--- src/hw/rtl/pess_pkg.sv ---
// shared types and constants of the priority evicting state store
// no dependencies; used by pess_ctrl, pess_dp and the top level
package pess_pkg;

  localparam int MAX_ENTRIES_DEF = 16;
  localparam int ID_W            = 16;
  localparam int LEN_W           = 16;
  localparam int PRIO_W          = 16;
  localparam int SIZE_W          = 18;
  localparam int COST_W          = LEN_W + 1;
  localparam int OUT_CNT_W       = 5;
  localparam int ENT_W           = ID_W + LEN_W + PRIO_W;

  localparam logic [COST_W-1:0] ENTRY_OVERHEAD = COST_W'(64);
  localparam logic [SIZE_W-1:0] MEM_SIZE_RST   = SIZE_W'(4096);

  localparam logic CMD_ADD    = 1'b0;
  localparam logic CMD_REMOVE = 1'b1;

  typedef enum logic [2:0] {
    RES_ADDED     = 3'd0,
    RES_DUP       = 3'd1,
    RES_REMOVED   = 3'd2,
    RES_NOT_FOUND = 3'd3,
    RES_TOO_LARGE = 3'd4,
    RES_EVICT     = 3'd5
  } status_t;

  typedef enum logic [1:0] {
    S_IDLE,
    S_SCAN,
    S_DROP,
    S_SHIFT
  } state_t;

  typedef struct packed {
    logic    load;
    logic    scan_clr;
    logic    scan_step;
    logic    drop;
    logic    shift_step;
    logic    append;
    logic    emit;
    status_t status;
    logic    last;
  } ctl_cmd_t;

  typedef struct packed {
    logic scan_done;
    logic found;
    logic too_large;
    logic need_evict;
    logic req_remove;
    logic shift_done;
  } dp_sts_t;

endpackage

--- src/hw/rtl/priority_evicting_state_store_top.sv ---
// top level of the priority evicting state store
// depends on pess_pkg, pess_ctrl and pess_dp
//
// A request is taken when start is high and busy is low. Results appear on out_* for one
// cycle each, marked by out_strobe, and cannot be held off; out_last marks the final one of
// a request. After the accepting edge the table scan reads each held entry in turn, and
// each result is registered and shows in the cycle after the step that makes it. Each
// eviction or removal drops the victim, then moves any later entries down by one slot; an
// add scans the table again after each eviction. The scan and the compaction read the
// entries through the single read port of the entry memory. For an add busy falls in the
// cycle that carries the final result; for a removal it stays high until the compaction
// ends. memory_size may be written on cfg_* while the block is idle.
module priority_evicting_state_store_top import pess_pkg::*; #(
  parameter int MAX_ENTRIES = MAX_ENTRIES_DEF
) (
  input  logic                 clk,
  input  logic                 rst_n,
  input  logic                 start,
  output logic                 busy,
  input  logic                 in_command,
  input  logic [ID_W-1:0]      in_item_id,
  input  logic [LEN_W-1:0]     in_item_length,
  input  logic [PRIO_W-1:0]    in_priority_req,
  input  logic                 cfg_valid,
  output logic                 cfg_ready,
  input  logic [SIZE_W-1:0]    cfg_memory_size,
  output logic                 out_strobe,
  output logic [2:0]           out_status,
  output logic                 out_reclaimed_valid,
  output logic [ID_W-1:0]      out_reclaimed_id,
  output logic [SIZE_W-1:0]    out_memory_used,
  output logic [OUT_CNT_W-1:0] out_entry_count,
  output logic                 out_last
);

  ctl_cmd_t cmd;
  dp_sts_t  sts;

  assign cfg_ready = 1'b1;

  pess_ctrl u_ctrl (
    .clk   (clk),
    .rst_n (rst_n),
    .start (start),
    .busy  (busy),
    .sts   (sts),
    .cmd   (cmd)
  );

  pess_dp #(
    .MAX_ENTRIES (MAX_ENTRIES)
  ) u_dp (
    .clk                 (clk),
    .rst_n               (rst_n),
    .cmd                 (cmd),
    .sts                 (sts),
    .req_command         (in_command),
    .req_item_id         (in_item_id),
    .req_item_length     (in_item_length),
    .req_priority_req    (in_priority_req),
    .cfg_we              (cfg_valid && cfg_ready),
    .cfg_memory_size     (cfg_memory_size),
    .out_strobe          (out_strobe),
    .out_status          (out_status),
    .out_reclaimed_valid (out_reclaimed_valid),
    .out_reclaimed_id    (out_reclaimed_id),
    .out_memory_used     (out_memory_used),
    .out_entry_count     (out_entry_count),
    .out_last            (out_last)
  );

endmodule

--- src/hw/rtl/pess_dp.sv ---
// datapath: entry memory, scan and compaction logic, occupancy and result registers
// depends on pess_pkg; driven by pess_ctrl through ctl_cmd_t
module pess_dp import pess_pkg::*; #(
  parameter int MAX_ENTRIES = MAX_ENTRIES_DEF
) (
  input  logic                 clk,
  input  logic                 rst_n,
  input  ctl_cmd_t             cmd,
  output dp_sts_t              sts,
  input  logic                 req_command,
  input  logic [ID_W-1:0]      req_item_id,
  input  logic [LEN_W-1:0]     req_item_length,
  input  logic [PRIO_W-1:0]    req_priority_req,
  input  logic                 cfg_we,
  input  logic [SIZE_W-1:0]    cfg_memory_size,
  output logic                 out_strobe,
  output logic [2:0]           out_status,
  output logic                 out_reclaimed_valid,
  output logic [ID_W-1:0]      out_reclaimed_id,
  output logic [SIZE_W-1:0]    out_memory_used,
  output logic [OUT_CNT_W-1:0] out_entry_count,
  output logic                 out_last
);

  localparam int IDX_W = $clog2(MAX_ENTRIES);
  localparam int CNT_W = $clog2(MAX_ENTRIES + 1);
  localparam logic [CNT_W-1:0] CNT_MAX = CNT_W'(MAX_ENTRIES);

  logic [ENT_W-1:0]  mem_r [MAX_ENTRIES];
  logic [ENT_W-1:0]  rd_data_r;
  logic              rd_en;
  logic [IDX_W-1:0]  rd_addr;
  logic              wr_en;
  logic [IDX_W-1:0]  wr_addr;
  logic [ENT_W-1:0]  wr_data;

  logic [SIZE_W-1:0] mem_size_r;
  logic [SIZE_W-1:0] bytes_r, bytes_nxt;
  logic [CNT_W-1:0]  count_r, count_nxt;

  logic              req_cmd_r;
  logic [ID_W-1:0]   req_id_r;
  logic [LEN_W-1:0]  req_len_r;
  logic [PRIO_W-1:0] req_prio_r;

  logic [CNT_W-1:0]  scan_idx_r;
  logic              scan_pend_r;
  logic [IDX_W-1:0]  scan_pidx_r;
  logic              found_r;
  logic [IDX_W-1:0]  match_idx_r;
  logic [LEN_W-1:0]  match_len_r;
  logic              best_v_r;
  logic [IDX_W-1:0]  best_idx_r;
  logic [PRIO_W-1:0] best_prio_r;
  logic [LEN_W-1:0]  best_len_r;
  logic [ID_W-1:0]   best_id_r;

  logic [CNT_W-1:0]  sh_rd_r;
  logic              sw_v_r;
  logic [IDX_W-1:0]  sw_addr_r;

  logic              out_strobe_r;
  status_t           out_status_r;
  logic              out_rv_r;
  logic [ID_W-1:0]   out_rid_r;
  logic [SIZE_W-1:0] out_used_r;
  logic [CNT_W-1:0]  out_cnt_r;
  logic              out_last_r;

  logic [ID_W-1:0]   rd_id;
  logic [LEN_W-1:0]  rd_len;
  logic [PRIO_W-1:0] rd_prio;
  logic              scan_rd_ok;
  logic              shift_rd_ok;
  logic [COST_W-1:0] new_cost;
  logic [COST_W-1:0] victim_cost;
  logic [IDX_W-1:0]  victim_idx;
  logic [ID_W-1:0]   victim_id;
  logic [SIZE_W:0]   need_sum;

  assign rd_id   = rd_data_r[ENT_W-1 -: ID_W];
  assign rd_len  = rd_data_r[PRIO_W +: LEN_W];
  assign rd_prio = rd_data_r[PRIO_W-1:0];

  assign scan_rd_ok  = cmd.scan_step && (scan_idx_r < count_r);
  assign shift_rd_ok = cmd.shift_step && (sh_rd_r <= count_r);
  assign rd_en       = scan_rd_ok || shift_rd_ok;
  assign rd_addr     = cmd.shift_step ? sh_rd_r[IDX_W-1:0] : scan_idx_r[IDX_W-1:0];

  assign wr_en   = cmd.append || sw_v_r;
  assign wr_addr = cmd.append ? count_r[IDX_W-1:0] : sw_addr_r;
  assign wr_data = cmd.append ? {req_id_r, req_len_r, req_prio_r} : rd_data_r;

  // entry memory, one write and one registered read per cycle
  always_ff @(posedge clk) begin
    if (wr_en) begin
      mem_r[wr_addr] <= wr_data;
    end
    if (rd_en) begin
      rd_data_r <= mem_r[rd_addr];
    end
  end

  assign new_cost    = {1'b0, req_len_r} + ENTRY_OVERHEAD;
  assign victim_idx  = req_cmd_r ? match_idx_r : best_idx_r;
  assign victim_id   = req_cmd_r ? req_id_r : best_id_r;
  assign victim_cost = {1'b0, (req_cmd_r ? match_len_r : best_len_r)} + ENTRY_OVERHEAD;
  assign need_sum    = {1'b0, bytes_r} + (SIZE_W + 1)'(new_cost);

  always_comb begin
    bytes_nxt = bytes_r;
    count_nxt = count_r;
    if (cmd.drop) begin
      bytes_nxt = (bytes_r >= SIZE_W'(victim_cost)) ? bytes_r - SIZE_W'(victim_cost) : '0;
      count_nxt = count_r - CNT_W'(1);
    end else if (cmd.append) begin
      bytes_nxt = bytes_r + SIZE_W'(new_cost);
      count_nxt = count_r + CNT_W'(1);
    end
  end

  always_ff @(posedge clk) begin
    if (!rst_n) begin
      mem_size_r <= MEM_SIZE_RST;
      bytes_r    <= '0;
      count_r    <= '0;
    end else begin
      if (cfg_we) begin
        mem_size_r <= cfg_memory_size;
      end
      bytes_r <= bytes_nxt;
      count_r <= count_nxt;
    end
  end

  // request capture
  always_ff @(posedge clk) begin
    if (cmd.load) begin
      req_cmd_r  <= req_command;
      req_id_r   <= req_item_id;
      req_len_r  <= req_item_length;
      req_prio_r <= req_priority_req;
    end
  end

  // table scan: id match and oldest lowest priority in one pass
  always_ff @(posedge clk) begin
    if (!rst_n) begin
      scan_idx_r  <= '0;
      scan_pend_r <= 1'b0;
      found_r     <= 1'b0;
      best_v_r    <= 1'b0;
    end else if (cmd.scan_clr) begin
      scan_idx_r  <= '0;
      scan_pend_r <= 1'b0;
      found_r     <= 1'b0;
      best_v_r    <= 1'b0;
    end else begin
      if (cmd.scan_step) begin
        scan_pend_r <= scan_rd_ok;
        if (scan_rd_ok) begin
          scan_idx_r  <= scan_idx_r + CNT_W'(1);
          scan_pidx_r <= scan_idx_r[IDX_W-1:0];
        end
      end
      if (scan_pend_r) begin
        if (!found_r && rd_id == req_id_r) begin
          found_r     <= 1'b1;
          match_idx_r <= scan_pidx_r;
          match_len_r <= rd_len;
        end
        if (!best_v_r || rd_prio < best_prio_r) begin
          best_v_r    <= 1'b1;
          best_idx_r  <= scan_pidx_r;
          best_prio_r <= rd_prio;
          best_len_r  <= rd_len;
          best_id_r   <= rd_id;
        end
      end
    end
  end

  // compaction: move each later entry down by one slot
  always_ff @(posedge clk) begin
    if (!rst_n) begin
      sw_v_r <= 1'b0;
    end else if (cmd.drop) begin
      sh_rd_r <= CNT_W'(victim_idx) + CNT_W'(1);
      sw_v_r  <= 1'b0;
    end else if (cmd.shift_step) begin
      sw_v_r <= shift_rd_ok;
      if (shift_rd_ok) begin
        sh_rd_r   <= sh_rd_r + CNT_W'(1);
        sw_addr_r <= IDX_W'(sh_rd_r - CNT_W'(1));
      end
    end else begin
      sw_v_r <= 1'b0;
    end
  end

  // result register
  always_ff @(posedge clk) begin
    if (!rst_n) begin
      out_strobe_r <= 1'b0;
    end else begin
      out_strobe_r <= cmd.emit;
    end
  end

  always_ff @(posedge clk) begin
    if (cmd.emit) begin
      out_status_r <= cmd.status;
      out_rv_r     <= cmd.drop;
      out_rid_r    <= cmd.drop ? victim_id : '0;
      out_used_r   <= bytes_nxt;
      out_cnt_r    <= count_nxt;
      out_last_r   <= cmd.last;
    end
  end

  assign sts.scan_done  = (scan_idx_r >= count_r) && !scan_pend_r;
  assign sts.found      = found_r;
  assign sts.too_large  = {1'b0, new_cost} > mem_size_r;
  assign sts.need_evict = (count_r != '0) &&
                          ((need_sum > {1'b0, mem_size_r}) || (count_r >= CNT_MAX));
  assign sts.req_remove = (req_cmd_r == CMD_REMOVE);
  assign sts.shift_done = (sh_rd_r > count_r) && !sw_v_r;

  assign out_strobe          = out_strobe_r;
  assign out_status          = out_status_r;
  assign out_reclaimed_valid = out_rv_r;
  assign out_reclaimed_id    = out_rid_r;
  assign out_memory_used     = out_used_r;
  assign out_entry_count     = OUT_CNT_W'(out_cnt_r);
  assign out_last            = out_last_r;

  a_count_bound: assert property (@(posedge clk) disable iff (!rst_n)
    count_r <= CNT_MAX)
    else $error("entry count beyond table depth");

  a_append_room: assert property (@(posedge clk) disable iff (!rst_n)
    cmd.append |-> (count_r < CNT_MAX) && !sw_v_r)
    else $error("append into full table or during compaction");

  a_reclaim_status: assert property (@(posedge clk) disable iff (!rst_n)
    (out_strobe_r && out_rv_r) |-> (out_status_r == RES_REMOVED || out_status_r == RES_EVICT))
    else $error("reclaimed id on a result that releases nothing");

endmodule

--- src/hw/rtl/pess_ctrl.sv ---
// controller: sequences scan, eviction, compaction and result emission
// depends on pess_pkg; drives pess_dp through ctl_cmd_t
module pess_ctrl import pess_pkg::*; (
  input  logic     clk,
  input  logic     rst_n,
  input  logic     start,
  output logic     busy,
  input  dp_sts_t  sts,
  output ctl_cmd_t cmd
);

  state_t state_r, state_nxt;

  always_ff @(posedge clk) begin
    if (!rst_n) begin
      state_r <= S_IDLE;
    end else begin
      state_r <= state_nxt;
    end
  end

  always_comb begin
    state_nxt = state_r;
    cmd       = '0;
    unique case (state_r)
      S_IDLE: begin
        if (start) begin
          cmd.load     = 1'b1;
          cmd.scan_clr = 1'b1;
          state_nxt    = S_SCAN;
        end
      end
      S_SCAN: begin
        cmd.scan_step = 1'b1;
        if (sts.scan_done) begin
          priority if (sts.req_remove && sts.found) begin
            state_nxt = S_DROP;
          end else if (sts.req_remove) begin
            cmd.emit   = 1'b1;
            cmd.status = RES_NOT_FOUND;
            cmd.last   = 1'b1;
            state_nxt  = S_IDLE;
          end else if (sts.found) begin
            cmd.emit   = 1'b1;
            cmd.status = RES_DUP;
            cmd.last   = 1'b1;
            state_nxt  = S_IDLE;
          end else if (sts.too_large) begin
            cmd.emit   = 1'b1;
            cmd.status = RES_TOO_LARGE;
            cmd.last   = 1'b1;
            state_nxt  = S_IDLE;
          end else if (sts.need_evict) begin
            state_nxt = S_DROP;
          end else begin
            cmd.append = 1'b1;
            cmd.emit   = 1'b1;
            cmd.status = RES_ADDED;
            cmd.last   = 1'b1;
            state_nxt  = S_IDLE;
          end
        end
      end
      S_DROP: begin
        cmd.drop   = 1'b1;
        cmd.emit   = 1'b1;
        cmd.status = sts.req_remove ? RES_REMOVED : RES_EVICT;
        cmd.last   = sts.req_remove;
        state_nxt  = S_SHIFT;
      end
      S_SHIFT: begin
        cmd.shift_step = 1'b1;
        if (sts.shift_done) begin
          if (sts.req_remove) begin
            state_nxt = S_IDLE;
          end else begin
            cmd.scan_clr = 1'b1;
            state_nxt    = S_SCAN;
          end
        end
      end
      default: begin
        state_nxt = S_IDLE;
      end
    endcase
  end

  assign busy = (state_r != S_IDLE);

  a_drop_then_shift: assert property (@(posedge clk) disable iff (!rst_n)
    (state_r == S_DROP) |=> (state_r == S_SHIFT))
    else $error("drop not followed by compaction");

  a_accept_scan: assert property (@(posedge clk) disable iff (!rst_n)
    (state_r == S_IDLE && start) |=> (state_r == S_SCAN))
    else $error("accepted request did not start a scan");

  a_last_ends: assert property (@(posedge clk) disable iff (!rst_n)
    (cmd.emit && cmd.last) |=> (state_r == S_IDLE || state_r == S_SHIFT))
    else $error("work continues after final result");

endmodule
--- config.mk ---
export PLATFORM = sky130hd
export DESIGN_NAME = priority_evicting_state_store_top
export DESIGN_NICKNAME = d
export VERILOG_FILES = /design/src/hw/rtl/pess_pkg.sv /design/src/hw/rtl/priority_evicting_state_store_top.sv /design/src/hw/rtl/pess_dp.sv /design/src/hw/rtl/pess_ctrl.sv
export SDC_FILE = /design/constraint.sdc
export NUM_CORES = 1
export LEC_CHECK = 0
export BUFFER_PORTS_ARGS = -buffer_cell sky130_fd_sc_hd__buf_2
export CAP_MARGIN = 20
export CORE_AREA = 4 4 260 313
export DETAILED_ROUTE_END_ITERATION = 10
export DIE_AREA = 0 0 264 317
export PLACE_DENSITY = 0.75
export SYNTH_ARGS = -nofsm -noshare
export SYNTH_HDL_FRONTEND = slang
export SYNTH_SLANG_ARGS = --single-unit
--- constraint.sdc ---
create_clock -name clk -period 6.6 [get_ports clk]
set_input_delay 0.66 -clock clk [delete_from_list [all_inputs] [get_ports clk]]
set_output_delay 0.66 -clock clk [all_outputs]
set_load 0.01 [all_outputs]
==> results of run 1 <==
## stage by stage
step | setup WS [ns] | total power [mW] | util (%) | cell area [µm²] | instances
after floorplan | 0.2341 | 8.113 | - | 43480 | 2447
after global placement | 0.8618 | 8.354 | 58.25 | 45790 | 3554
after detailed placement | 0.5658 | 8.384 | 58.29 | 45820 | 3555
after CTS | 0.5723 | 13.90 | 62.30 | 48980 | 3735
after global routing | 0.4907 | 14.27 | 62.35 | 49010 | 3737
final | 0.6612 | 13.81 | 62.35 | 49010 | 3737
## per-layer routing
metal	global-route usage [%]	vias to the layer above	share of wire, %
li1	-	10130	-
met1	31.04	12150	38
met2	41.92	1000	52
met3	3.258	183	6.5
met4	7.734	0	2.9
met5	0	-	0
## state kept, by name, indices dropped and copies added (netlist names), 18 cells and up, named ones only
name,count
u_dp.bytes_r,18
u_dp.rd_data_r,48
u_dp.mem_r,768
u_dp.mem_size_r,18
u_dp.out_memory_used,18
## how the worst min path moves through the flow
stage	startpoint	end	cells after the start
after floorplan	u_dp.scan_pidx_r[0]$_DFFE_PP_	u_dp.best_idx_r[0]$_DFFE_PP_	0
after global placement	u_dp.scan_pidx_r[3]$_DFFE_PP_	u_dp.match_idx_r[3]$_DFFE_PP_	0
after detailed placement	u_dp.scan_pidx_r[0]$_DFFE_PP_	u_dp.best_idx_r[0]$_DFFE_PP_	0
after CTS	in_priority_req[8]	u_dp.req_prio_r[8]$_DFFE_PP_	1
after global routing	in_item_length[14]	u_dp.req_len_r[14]$_DFFE_PP_	1
final	in_priority_req[8]	u_dp.req_prio_r[8]$_DFFE_PP_	1
## area by class of cell
| cell class | instances | area [µm²] | share of cell area, % |
|---|---|---|---|
| inverters | 70 | 262.8 | 0.5361 |
| clock buffers | 110 | 2519 | 5.139 |
| flip-flops and latches | 1047 | 30910 | 63.07 |
| multi-input cells | 1226 | 11990 | 24.47 |
| repair buffers | 179 | 1394 | 2.844 |
| well taps | 1035 | 1295 | 2.642 |
| clock inverters | 70 | 639.4 | 1.305 |
## Yosys cell counts, types with 25 or more instances
cell type,count
edfxtp_1,994
mux4_2,192
nand2_1,146
ha_1,111
nor2_1,82
inv_1,69
mux2i_1,62
a211oi_1,60
a21oi_1,58
clkbuf_1,58
a31oi_1,55
and2_1,54
dfxtp_1,53
mux2_2,51
xor2_1,41
o21ai_0,36
o22ai_1,36
nor2b_1,33
xnor2_1,32
buf_2,25
## kinds of logic after synthesis
| logic type | after synthesis |
|---|---|
| flip-flops | 1047 |
| AND/OR/NAND/NOR | 411 |
| AO/OA/AOI/OAI | 323 |
| multiplexers | 305 |
| buffers and inverters | 174 |
| adder cells (fa/ha/maj) | 113 |
| XOR/XNOR | 73 |
| other | 1 |
## power by group
group          switching [mW]  internal (mW)  total, mW
clock                    2.44           3.12       5.56
sequential             0.0608           7.39       7.45
combinational           0.504          0.298      0.802
total                    3.01           10.8       13.8
==> results.txt, run 1 <==
- MaxCap Viol Count: 0
* Number of antenna violations at the first check in global routing: 0
- Post-synthesis adder-cell area fraction: 3.287%
- The synthesized netlist devotes 4.996% of its cell area to compound gates.
* Number of buffers inserted by post-CTS setup repair: 0
* Routed via count divided by cell count: 6.279
* Kind of capture point of the worst setup path: register
* Via count of the first global-routing pass: 24.43k
- Initial detailed-routing violation count: 2586
- Maximum level of the CTS H-tree: 3
- Core footprint: 78610 µm²
- Number of enable-type register cells in the synthesized netlist: 994
- For this run, asynchronously set or reset flops after synthesis account for 0%.
- The worst setup path is launched from a register.
* Count of boundary I/O pins: 118
- Once detail routing completed, the nets flagged for antenna violations numbered 0.
- Max Transition Viols Final: 0
* GRT overflow: 0
* Measured slew at the worst slew-check pin: 1.141 ns
- The tree built by TritonCTS fans out to 1047 sinks.
- The most used flip-flop cell after synthesis is edfxtp_1.
- The die covers 83690 µm².
- Worst setup path class: reg -> reg
- Tracing the worst setup path back leads to its startpoint at u_dp.req_len_r[6]$_DFFE_PP_.
* Synth area leader: edfxtp_1
- Routed wire length: 99640 µm
* Slowest cell on the critical path: nor2_4
- Final net count: 2806
- Worst flop-to-flop path startpoint: u_dp.req_len_r[6]$_DFFE_PP_
- Share of layout cells above drive strength 1: 22.72%
- The Yosys step of the flow raised 0 warnings.
- Data arrival time at the worst-slack endpoint: 6.30 ns
* Unique masters post-synth: 79
- Cell Pwr Density: 281.8 nW/µm²
- When the netlist entered floorplanning its net count stood at 2631.
- In this run the worst path has a maximum fanout of 25.
- Biggest cell delay along the critical path: 0.53 ns
- Walking the worst path, the cells encountered are ha_1 > xor2_1 > ha_1 > and2_1 > nand4_1 > o211ai_2 > a21oi_1 > o21ai_1 > a31oi_1 > xnor2_1 > ha_1 > or3_1 > o211ai_1 > nand4b_1 > nand2_1 > nand3_4 > nor3_1 > a31oi_2 > nor2_4 > buf_12.
- Top cells by area, synth: edfxtp_1 69%, mux4_2 9.9%, ha_1 3.2%
- Derived from the worst setup path, the maximum achievable clock frequency is 168.4 MHz.
- The cell family contributing the most delay on the critical path is simple AND/OR/NAND/NOR gates.
- Endpoint of the most critical register-to-register path: u_dp.mem_r[3][40]$_DFFE_PP_
* Total half-perimeter wirelength after legalization and detailed placement: 60650 µm
- Clock-pin slew reported for the worst setup and hold paths after clock tree synthesis: 0.06 ns
- Clock tree from TritonCTS: yes
- The share of the Yosys chip area taken by registers is 71.09%.
- Synth Instances: 2447
- The initialized floorplan defines 113 standard-cell rows.
* Top-area cell type share of the netlist area: 68.65%
- Summed over all failing endpoints, the final setup total negative slack is 0 ns.
- For the worst flop-to-flop path, the logic depth is 20.
- Measured along the x axis, the die boundary spans 264 µm.
- After synthesis, the share of cell area in mux cells is 12.69%.
- The first global-routing pass estimated 151700 µm of wire.
* Count of hold buffers inserted by post-cts repair: 0
* Highest ir drop seen on vdd: 0.1888 mV
* TritonCTS buffer count: 98
- The routed layout has 23.46k vias.
* Setup Skew: 0.03405 ns
- Most frequent cells in the layout: 994 x edfxtp_1, 192 x mux4_2, 145 x nand2_1
- Die extent in y: 317 µm
* Routed length per instance: 26.66 µm
* R2r setup slk: 0.66 ns
* Run status: complete, no violations
- The worst hold path belongs to the class in -> reg.
- The repair_antennas step left the layout with diodes totalling 0.
- Clock latency of the later-clocked register in the worst-skew pair: 0.68 ns
* Destination of the critical timing path: u_dp.mem_r[3][40]$_DFFE_PP_
- Mapped Avg Cell Area: 17.77 µm²
- Final critical-path required period: 5.939 ns
* Largest family of logic cells by synthesized area: multiplexers
- Setup violations remaining at the end of the flow were counted as 0.
- Measured against its own limit, the worst slew margin works out to 23.66%.
* Number of gates on the worst path with buffers counted: 20
- Leaving out fill and tap cells, the most frequent cell in the layout is edfxtp_1.
* Xor and xnor area share after synthesis: 1.471%
* Post-route worst hold slack: 0.1532 ns
- Netlist Area Pre-Place: 43480 µm²
- No sink is reached through more buffers than the 3 on the longest clock path.
- Drt pass-1 iters: 7
- Number of cells upsized or downsized after cts: 0
* Fill count: 5413
- Gp weighted congestion: 0.9069
* GRT Overall Usage: 23.79%
- Entering global routing, the biggest net connects 132 pins.
- The initial utilization of the core area, before any placement, comes to 55.31%.
- Input/output buffers: 116
* Root cell of the clock tree: clkbuf_16
- Crit share post-route: 89.98%
* Worst Path Required: 6.96 ns
- Count of state elements after synthesis: 1047
- From synthesis to final layout, the design area changed by 12.73%.
* Standby leakage power: 16.81 nW
- The number of endpoints with negative hold slack in the final report was 0.
- Setup repair after global routing missed its margin: no
- After detailed routing, the number of remaining DRC violations is 0.
* Critical path buffer and inverter count: 1
- Simple logic cell fraction of the synthesized area: 4.708%
- Counting stages on the worst path, the most repeated cell is ha_1.
(Power assumes the default switching activity.)
==> run 2: changes to the inputs <==
CORE_AREA = 4 4 247 298   (was 4 4 260 313)
DIE_AREA = 0 0 251 302   (was 0 0 264 317)
PLACE_DENSITY = 0.79   (was 0.75)
clock period = 6 ns   (was 6.6 ns; I/O delays follow)
==> run 2 against run 1 <==
- cell count down 3.1%
- design area is essentially flat
- critical path depth grew 1
- global-route usage is 3.5 points higher
- largest cell class unchanged
- critical endpoint is now u_dp.mem_r[14][13]$_DFFE_PP_
- worst setup slack worse by 0.14 ns
- register-to-register slack worse by 0.14 ns
- non-clock buffer count down 5
- via count rose by 1.7%
==> results.txt, run 2 (synthesis results as in run 1) <==
- The critical path in this run is classified as reg -> reg.
- The global-route wire length before repair is 154900 µm (+2.1%).
* Site row count: 107 (-5.3%)
- CP Launch Type: register
- The maximum vdd drop is 0.2696 mV (+43%).
- Total half-perimeter wirelength after legalization and detailed placement: 56700 µm (-6.5%)
- The met3 track demand over resource is 4.764% (+1.5 points).
- The actual slew at the worst max-slew pin is 1.011 ns (-0.1305 ns).
* Most frequent cells in the layout: 994 x edfxtp_1, 192 x mux4_2, 145 x nand2_1
- u_dp.mem_r holds more flip-flops than any other register.
- The layout cell share with drive strength beyond 1 came to 22.64% (-0.081 points).
- Number of vias in the routed layout: 23.86k (+1.7%)
- The number of non-filler instances in the completed layout was 3620 (-3.1%).
- The combined area of the multi-input logic cells was 12010 µm² (+0.11%).
- The worst-case reg-to-reg path depth is 21 (+5.0%).
- Clock sink total: 1047 (unchanged)
- Data arrival time at the worst-slack endpoint: 5.85 ns (-0.45 ns)
* TritonCTS buffer count: 98 (unchanged)
* Most used routing layer: met2
- The number of endpoints with negative hold slack in the final report was 0 (unchanged).
* Met2 capacity usage during global routing: 46.45% (+4.5 points)
* Setup repair after global routing missed its margin: no
- N_diodes: 0 (unchanged)
* Cell Pwr Density: 317.0 nW/µm² (+12%)
- The maximum fanout along the worst path came to 48 (+92%).
- Post-route worst hold slack: 0.08420 ns (-0.06901 ns)
* Clock latency of the later-clocked register in the worst-skew pair: 0.69 ns (about the same)
- Crit share post-route: 91.31% (+1.3 points)
- The total DRC errors in the routed layout was 0 (unchanged).
* Run status: complete, no violations
- Clock-pin slew reported for the worst setup and hold paths after clock tree synthesis: 0.07 ns (about the same)
- Final critical-path required period: 5.478 ns (-0.4605 ns)
* Setup Skew: 0.04481 ns (+0.01076 ns)
* Max FFs per register: 768 (unchanged)
* Gp weighted congestion: 0.9124 (+0.61%)
* Die width: 251 µm (-4.9%)
- The number of fillers in the final layout is 4153 (-23%).
- Hold/Removal Path Class: in -> reg
* Input/output buffers: 116 (unchanged)
* Commonest non-fill, non-tap cell in the layout: edfxtp_1
* Via count of the first global-routing pass: 24.98k (+2.3%)
- Pin count of the biggest net entering global routing: 97 (-27%)
- The routed wirelength normalized by instance count was 28.31 µm (+6.2%).
- The total of cells resized after clock tree synthesis came to 0 (unchanged).
- The via-per-instance ratio is 6.591 (+5.0%).
- Slew margin rel.: 31.19% (+7.5 points)
- The initial antenna violation count was 0 (unchanged).
- GRT overflow: 0 (unchanged)
* Number of buffers inserted by post-CTS setup repair: 0 (unchanged)
- Synth-to-layout area growth: 12.77% (about the same)
- Maximum level of the CTS H-tree: 3 (unchanged)
- Starting utilization of the core area: 61.62% (+6.3 points)
* Initial detailed-routing violation count: 3003 (+16%)
* Final net count: 2801 (-0.18%)
- The max-slew violation total from the final report was 0 (unchanged).
- GR Layer Usage met1: 36.02% (+5.0 points)
* Floorplan die area: 75800 µm² (-9.4%)
- The number of buffers inserted for hold repair after clock tree synthesis came to 0 (unchanged).
- TritonCTS built the clock tree.
- The achievable frequency was 182.5 MHz (+8.4%).
* Biggest registers after layout: u_dp.mem_r: 768 flops, u_dp.rd_data_r: 48 flops
- Root cell of the clock tree: clkbuf_16
- Count of endpoints failing setup in the final report: 0 (unchanged)
* Post-detailed-route count of antenna-violating nets: 0 (unchanged)
- Die extent in y: 302 µm (-4.7%)
- The first-pass detailed-route iteration total was 6 (-1).
- Cell count after placement: 3442 (-3.2%)
* Worst Path Required: 6.37 ns (-0.59 ns)
- Core footprint: 70550 µm² (-10%)
* Routed wire length: 102500 µm (+2.9%)
* Final core utilization: 69.49% (+7.1 points)
- The max-capacitance violation count is 0 (unchanged).
* Worst Hold Path Cells: 1 (unchanged)
- The boundary pin count is 118 (unchanged).
* Standby leakage power: 16.85 nW (+0.26%)
- Register area: 30910 µm² (unchanged)
- The maximum buffer depth of the clock tree was 3 (unchanged).
* GRT Overall Usage: 27.27% (+3.5 points)
* Kind of capture point of the worst setup path: register
-- run 2: cell count changes in the layout (fill, tap and decap cells not counted), moves of 2 or more --
cell | before | now
clkinv_2 | 24 | 17
bufinv_16 | 9 | 15
buf_4 | 37 | 33
clkinv_16 | 0 | 2
inv_6 | 4 | 2
inv_8 | 2 | 0
-- run 2: metal layers --
layer / vias to the layer above / wire [µm] / share of wire (%)
met2: 1374 / 52490 / 51
met1: 12180 / 37440 / 37
li1: 10110 / - / -
met4: 0 / 3099 / 3.0
met3: 198 / 9460 / 9.2
met5: - / 0 / 0
-- run 2: path summary, 6_finish.rpt --
kind | start | end | slack [ns]
max | u_dp.req_len_r[7]$_DFFE_PP_ | u_dp.mem_r[14][13]$_DFFE_PP_ | 0.52
max reg2reg | u_dp.req_len_r[7]$_DFFE_PP_ | u_dp.mem_r[14][13]$_DFFE_PP_ | 0.52
min | in_item_length[0] | u_dp.req_len_r[0]$_DFFE_PP_ | 0.08
min reg2reg | u_dp.scan_pidx_r[1]$_DFFE_PP_ | u_dp.match_idx_r[1]$_DFFE_PP_ | 0.45
-- run 2: critical path, stage by stage (launching register included) --
cell and delay, ns:
edfxtp_1 0.47, ha_1 0.26, xor2_1 0.19, ha_1 0.40
and2_1 0.17, nand4_1 0.11, o211ai_2 0.29, a21oi_1 0.16
o21ai_1 0.28, a31oi_1 0.19, xnor2_1 0.16, ha_1 0.24
or3_1 0.38, o211ai_1 0.12, nand4b_1 0.19, nand2_1 0.18
nand3_4 0.20, buf_4 0.29, nand4_1 0.12, o31a_1 0.43
nor2_4 0.09, buf_12 0.24
-- run 2: final cells by class --
class | instances | area share (%)
Multi-Input combinational cell | 1226 | 24.49
Tap cell | 926 | 2.363
Timing Repair Buffer | 174 | 2.726
Clock inverter | 67 | 1.659
Clock buffer | 110 | 5.181
Sequential cell | 1047 | 63.05
Inverter | 70 | 0.5359
-- run 2: power by group --
part           total (mW)  internal (mW)  switching (mW)
combinational       0.884          0.325           0.559
clock                6.46           3.72            2.74
sequential           8.20           8.13          0.0694
total                15.5           12.2            3.37
-- run 2: stage by stage --
step / setup WS (ns) / setup TNS (ns) / power [mW] / instance area [µm²]
after detailed placement: 0.4323 / 0 / 9.219 / 45640
final: 0.5217 / 0 / 15.54 / 49030
after CTS: 0.3643 / 0 / 15.61 / 48990
after floorplan: -0.3659 / -190.64 / 8.924 / 43490
after global placement: 0.5019 / 0 / 9.185 / 45640
after global routing: 0.1571 / 0 / 16.04 / 49030
==> run 3: changes to the inputs <==
CAP_MARGIN = not set   (was 20)
CORE_AREA = 4 4 251 302   (was 4 4 247 298)
DIE_AREA = 0 0 255 306   (was 0 0 251 302)
PLACE_DENSITY = 0.77   (was 0.79)
TNS_END_PERCENT = 100   (was not set)
==> run 3 against run 2 <==
- maximum frequency decreased by 1.6%
- routed wire length decreased by 1.2%
- cell count increased by 0.69%
- clock skew increased by 0.0023 ns
- critical path type unchanged
- via count decreased by 2.0%
- sequential cell count unchanged
- combinational power decreased by 0.6%
- first-iteration DRC count decreased by 23%
- design area decreased by 0.25%
- largest power group unchanged
- global-route usage decreased by 1.1 points
- sequential power about the same
- register-to-register slack got worse by 0.09 ns
==> results.txt, run 3 (synthesis results as in run 1) <==
- Wire length of the first global-routing pass: 151900 µm (-1.9%)
- Final critical-path required period: 5.570 ns (+0.09183 ns)
- The boundary pin count is 118 (unchanged).
- Worst r2r path cells: 19 (-9.5%)
* Worst Path Max Fanout: 21 (-56%)
- The initial antenna violation count was 2 (+2).
- Synth-to-layout area growth: 12.48%
- The via-per-instance ratio is 6.416 (-2.7%).
* Maximum operating frequency: 179.5 MHz (-1.6%)
* Clock latency of the later-clocked register in the worst-skew pair: 0.70 ns (about the same)
- Endpoint of the most critical register-to-register path: u_dp.mem_r[11][33]$_DFFE_PP_
- Gp weighted congestion: 0.9343 (+2.4%)
* Highest ir drop seen on vdd: 0.2717 mV (+0.75%)
* Site row count: 109 (+1.9%)
- The final instance area was 48900 µm² (-0.25%).
- Final critical-path setup slack: 0.4298 ns (-0.09183 ns)
- Largest register by flop count: u_dp.mem_r
- The violation count after the first detailed-routing iteration was 2299 (-23%).
- The deepest level of the CTS H-tree is 3 (unchanged).
- The clock input transition at the sequential cells of the worst setup and hold paths is 0.06 ns (about the same).
- Clock buffer depth: 3 (unchanged)
- The area of the die came to 78030 µm² (+2.9%).
- Standby leakage power: 16.80 nW (-0.29%)
- Die width: 255 µm (+1.6%)
* Total half-perimeter wirelength after legalization and detailed placement: 59780 µm (+5.4%)
- The max-slew headroom at the worst pin was 18.54% (-13 points).
* R2r setup slk: 0.43 ns (-0.09 ns)
- Kind of capture point of the worst setup path: register
- Count of hold buffers inserted by post-cts repair: 0 (unchanged)
- The switching share of power was 21.85% (+0.16 points).
- The relative contribution of the clock network to total power was 40.6% (-1.0 points).
- The number of global-route vias before repair is 24.47k (-2.1%).
- Final net count: 2805 (+0.14%)
- Post-DP Area: 45660 µm² (about the same)
* Destination of the critical timing path: u_dp.mem_r[11][33]$_DFFE_PP_
- Core footprint: 73100 µm² (+3.6%)
* Pin count of the biggest net entering global routing: 110 (+13%)
* Die extent in y: 306 µm (+1.3%)
- CP Launch Type: register
- Total Power Consumption: 15.29 mW (-1.6%)
- The setup path with the least slack is of type reg -> reg.
- In this run the critical register-to-register path is launched from u_dp.req_len_r[6]$_DFFE_PP_.
* Hold/Removal Path Class: in -> reg
- GRT overflow: 0 (unchanged)
* Commonest non-fill, non-tap cell in the layout: edfxtp_1
- The layout cell share with drive strength beyond 1 is 22.40% (-0.24 points).
* Clock sink total: 1047 (unchanged)
- Power spent charging and discharging nets: 3.341 mW (-0.92%)
- The routed wirelength normalized by instance count is 27.77 µm (-1.9%).
- The final clock period utilization by the worst path came to 92.84% (+1.5 points).
* Max FFs per register: 768 (unchanged)
- Pre-CTS setup slack: 0.6257 ns (+0.1934 ns)
- The total DRC errors in the routed layout was 0 (unchanged).
- Post-detailed-route count of antenna-violating nets: 0 (unchanged)
- The actual slew at the worst max-slew pin is 1.216 ns (+0.2057 ns).
- Launch point of the critical path: u_dp.req_len_r[6]$_DFFE_PP_
- Data arrival time at the worst-slack endpoint: 5.97 ns (+0.12 ns)
- Cell Pwr Density: 312.6 nW/µm² (-1.4%)
- The number of buffers added by the clock tree synthesis step came to 99 (+1.0%).
- Setup repair after global routing left no endpoint under its margin.
* Clock tree from TritonCTS: yes
* Worst Path Required: 6.40 ns (+0.03 ns)
- The detailed-route via count came to 23.39k (-2.0%).
* Share of power burned in registers: 53.7% (+1.0 points)
- The initial core utilization was 59.48% (-2.1 points).
- GRT Overall Usage: 26.19% (-1.1 points)
* Part of the power in combinational logic: 5.8% (about the same)
- The number of endpoints with negative hold slack in the final report is 0 (unchanged).
* Setup Skew: 0.04712 ns (+0.002309 ns)
- The max-capacitance violation count came to 0 (unchanged).
* P_int: 11.95 mW (-1.8%)
- Routed wire length: 101200 µm (-1.2%)
- Input/output buffers: 116 (unchanged)
- The cell sitting at the root of the clock tree is a clkbuf_16.
* Count of endpoints failing setup in the final report: 0 (unchanged)
- The max-slew violation total from the final report was 0 (unchanged).
- Biggest registers after layout: u_dp.mem_r: 768 flops, u_dp.rd_data_r: 48 flops
- Fill count: 4612 (+11%)
- The first-pass detailed-route iteration total came to 5 (-1).
- Run status: complete, no violations
* Number of cells upsized or downsized after cts: 0 (unchanged)
- The library cells used most frequently in the layout, excluding fill and tap cells, are 994 x edfxtp_1, 192 x mux4_2, 145 x nand2_1.
- The count of buffers added by post-CTS timing repair for setup is 0 (unchanged).
[run 3: cell type report]
type	instances	area [µm²]	area share [%]
Inverter	70	262.8	0.5373
Clock buffer	117	2545	5.204
Timing Repair Buffer	177	1301	2.661
Clock inverter	64	699.4	1.430
Sequential cell	1047	30910	63.20
Multi-Input combinational cell	1226	12000	24.55
Antenna cell	1	2.502	0.005117
Tap cell	943	1180	2.413
[run 3: metrics by stage]
stage          TNS [ns]  std cells  utilization [%]  hold WS, ns
2_1_floorplan   -190.64       2447                -       0.4215
3_3_place_gp          0       3463            62.46       0.4247
3_5_place_dp          0       3463            62.46       0.4369
4_1_cts               0       3644            66.90      0.03585
5_1_grt               0       3644            66.90      0.04969
6_report              0       3645            66.90      0.07833
[run 3: worst min path at each step]
stage / startpoint / endpoint / slack, ns / cells after the start
2_1_floorplan: u_dp.scan_pidx_r[0]$_DFFE_PP_ / u_dp.best_idx_r[0]$_DFFE_PP_ / 0.42 / 0
3_3_place_gp: u_dp.scan_pidx_r[1]$_DFFE_PP_ / u_dp.match_idx_r[1]$_DFFE_PP_ / 0.42 / 0
3_5_place_dp: u_dp.scan_pidx_r[1]$_DFFE_PP_ / u_dp.best_idx_r[1]$_DFFE_PP_ / 0.44 / 0
4_1_cts: in_priority_req[14] / u_dp.req_prio_r[14]$_DFFE_PP_ / 0.04 / 1
5_1_grt: in_priority_req[14] / u_dp.req_prio_r[14]$_DFFE_PP_ / 0.05 / 1
6_report: in_priority_req[14] / u_dp.req_prio_r[14]$_DFFE_PP_ / 0.08 / 1
[run 3: metal layers]
metal / GRT usage (%) / up-vias / wire [µm]
li1: - / 10110 / -
met1: 34.49 / 11900 / 37750
met2: 44.60 / 1186 / 51830
met3: 4.785 / 187 / 8261
met4: 8.986 / 2 / 3381
met5: 0 / - / 11
[run 3: worst max-delay path, stage by stage, from the launching register on]
cell	delay, ns
edfxtp_1	0.44
ha_1	0.27
xor2_1	0.19
ha_1	0.40
and2_1	0.19
nand4_1	0.12
o211ai_2	0.27
a21oi_1	0.15
o21ai_1	0.27
a31oi_1	0.20
xnor2_1	0.17
ha_1	0.24
or3_1	0.38
o211ai_1	0.12
nand4b_1	0.18
nand2_1	0.18
nand3_4	0.16
a31oi_1	0.94
nor2_4	0.11
buf_4	0.30
[run 3: power by group through the flow]
stage	combinational (mW)	clock [mW]	sequential (mW)
global placement	0.842	0	8.35
detailed placement	0.870	0	8.35
global route	0.959	6.62	8.20
CTS	0.877	6.29	8.20
floorplan	0.594	0	8.33
finish	0.879	6.21	8.20
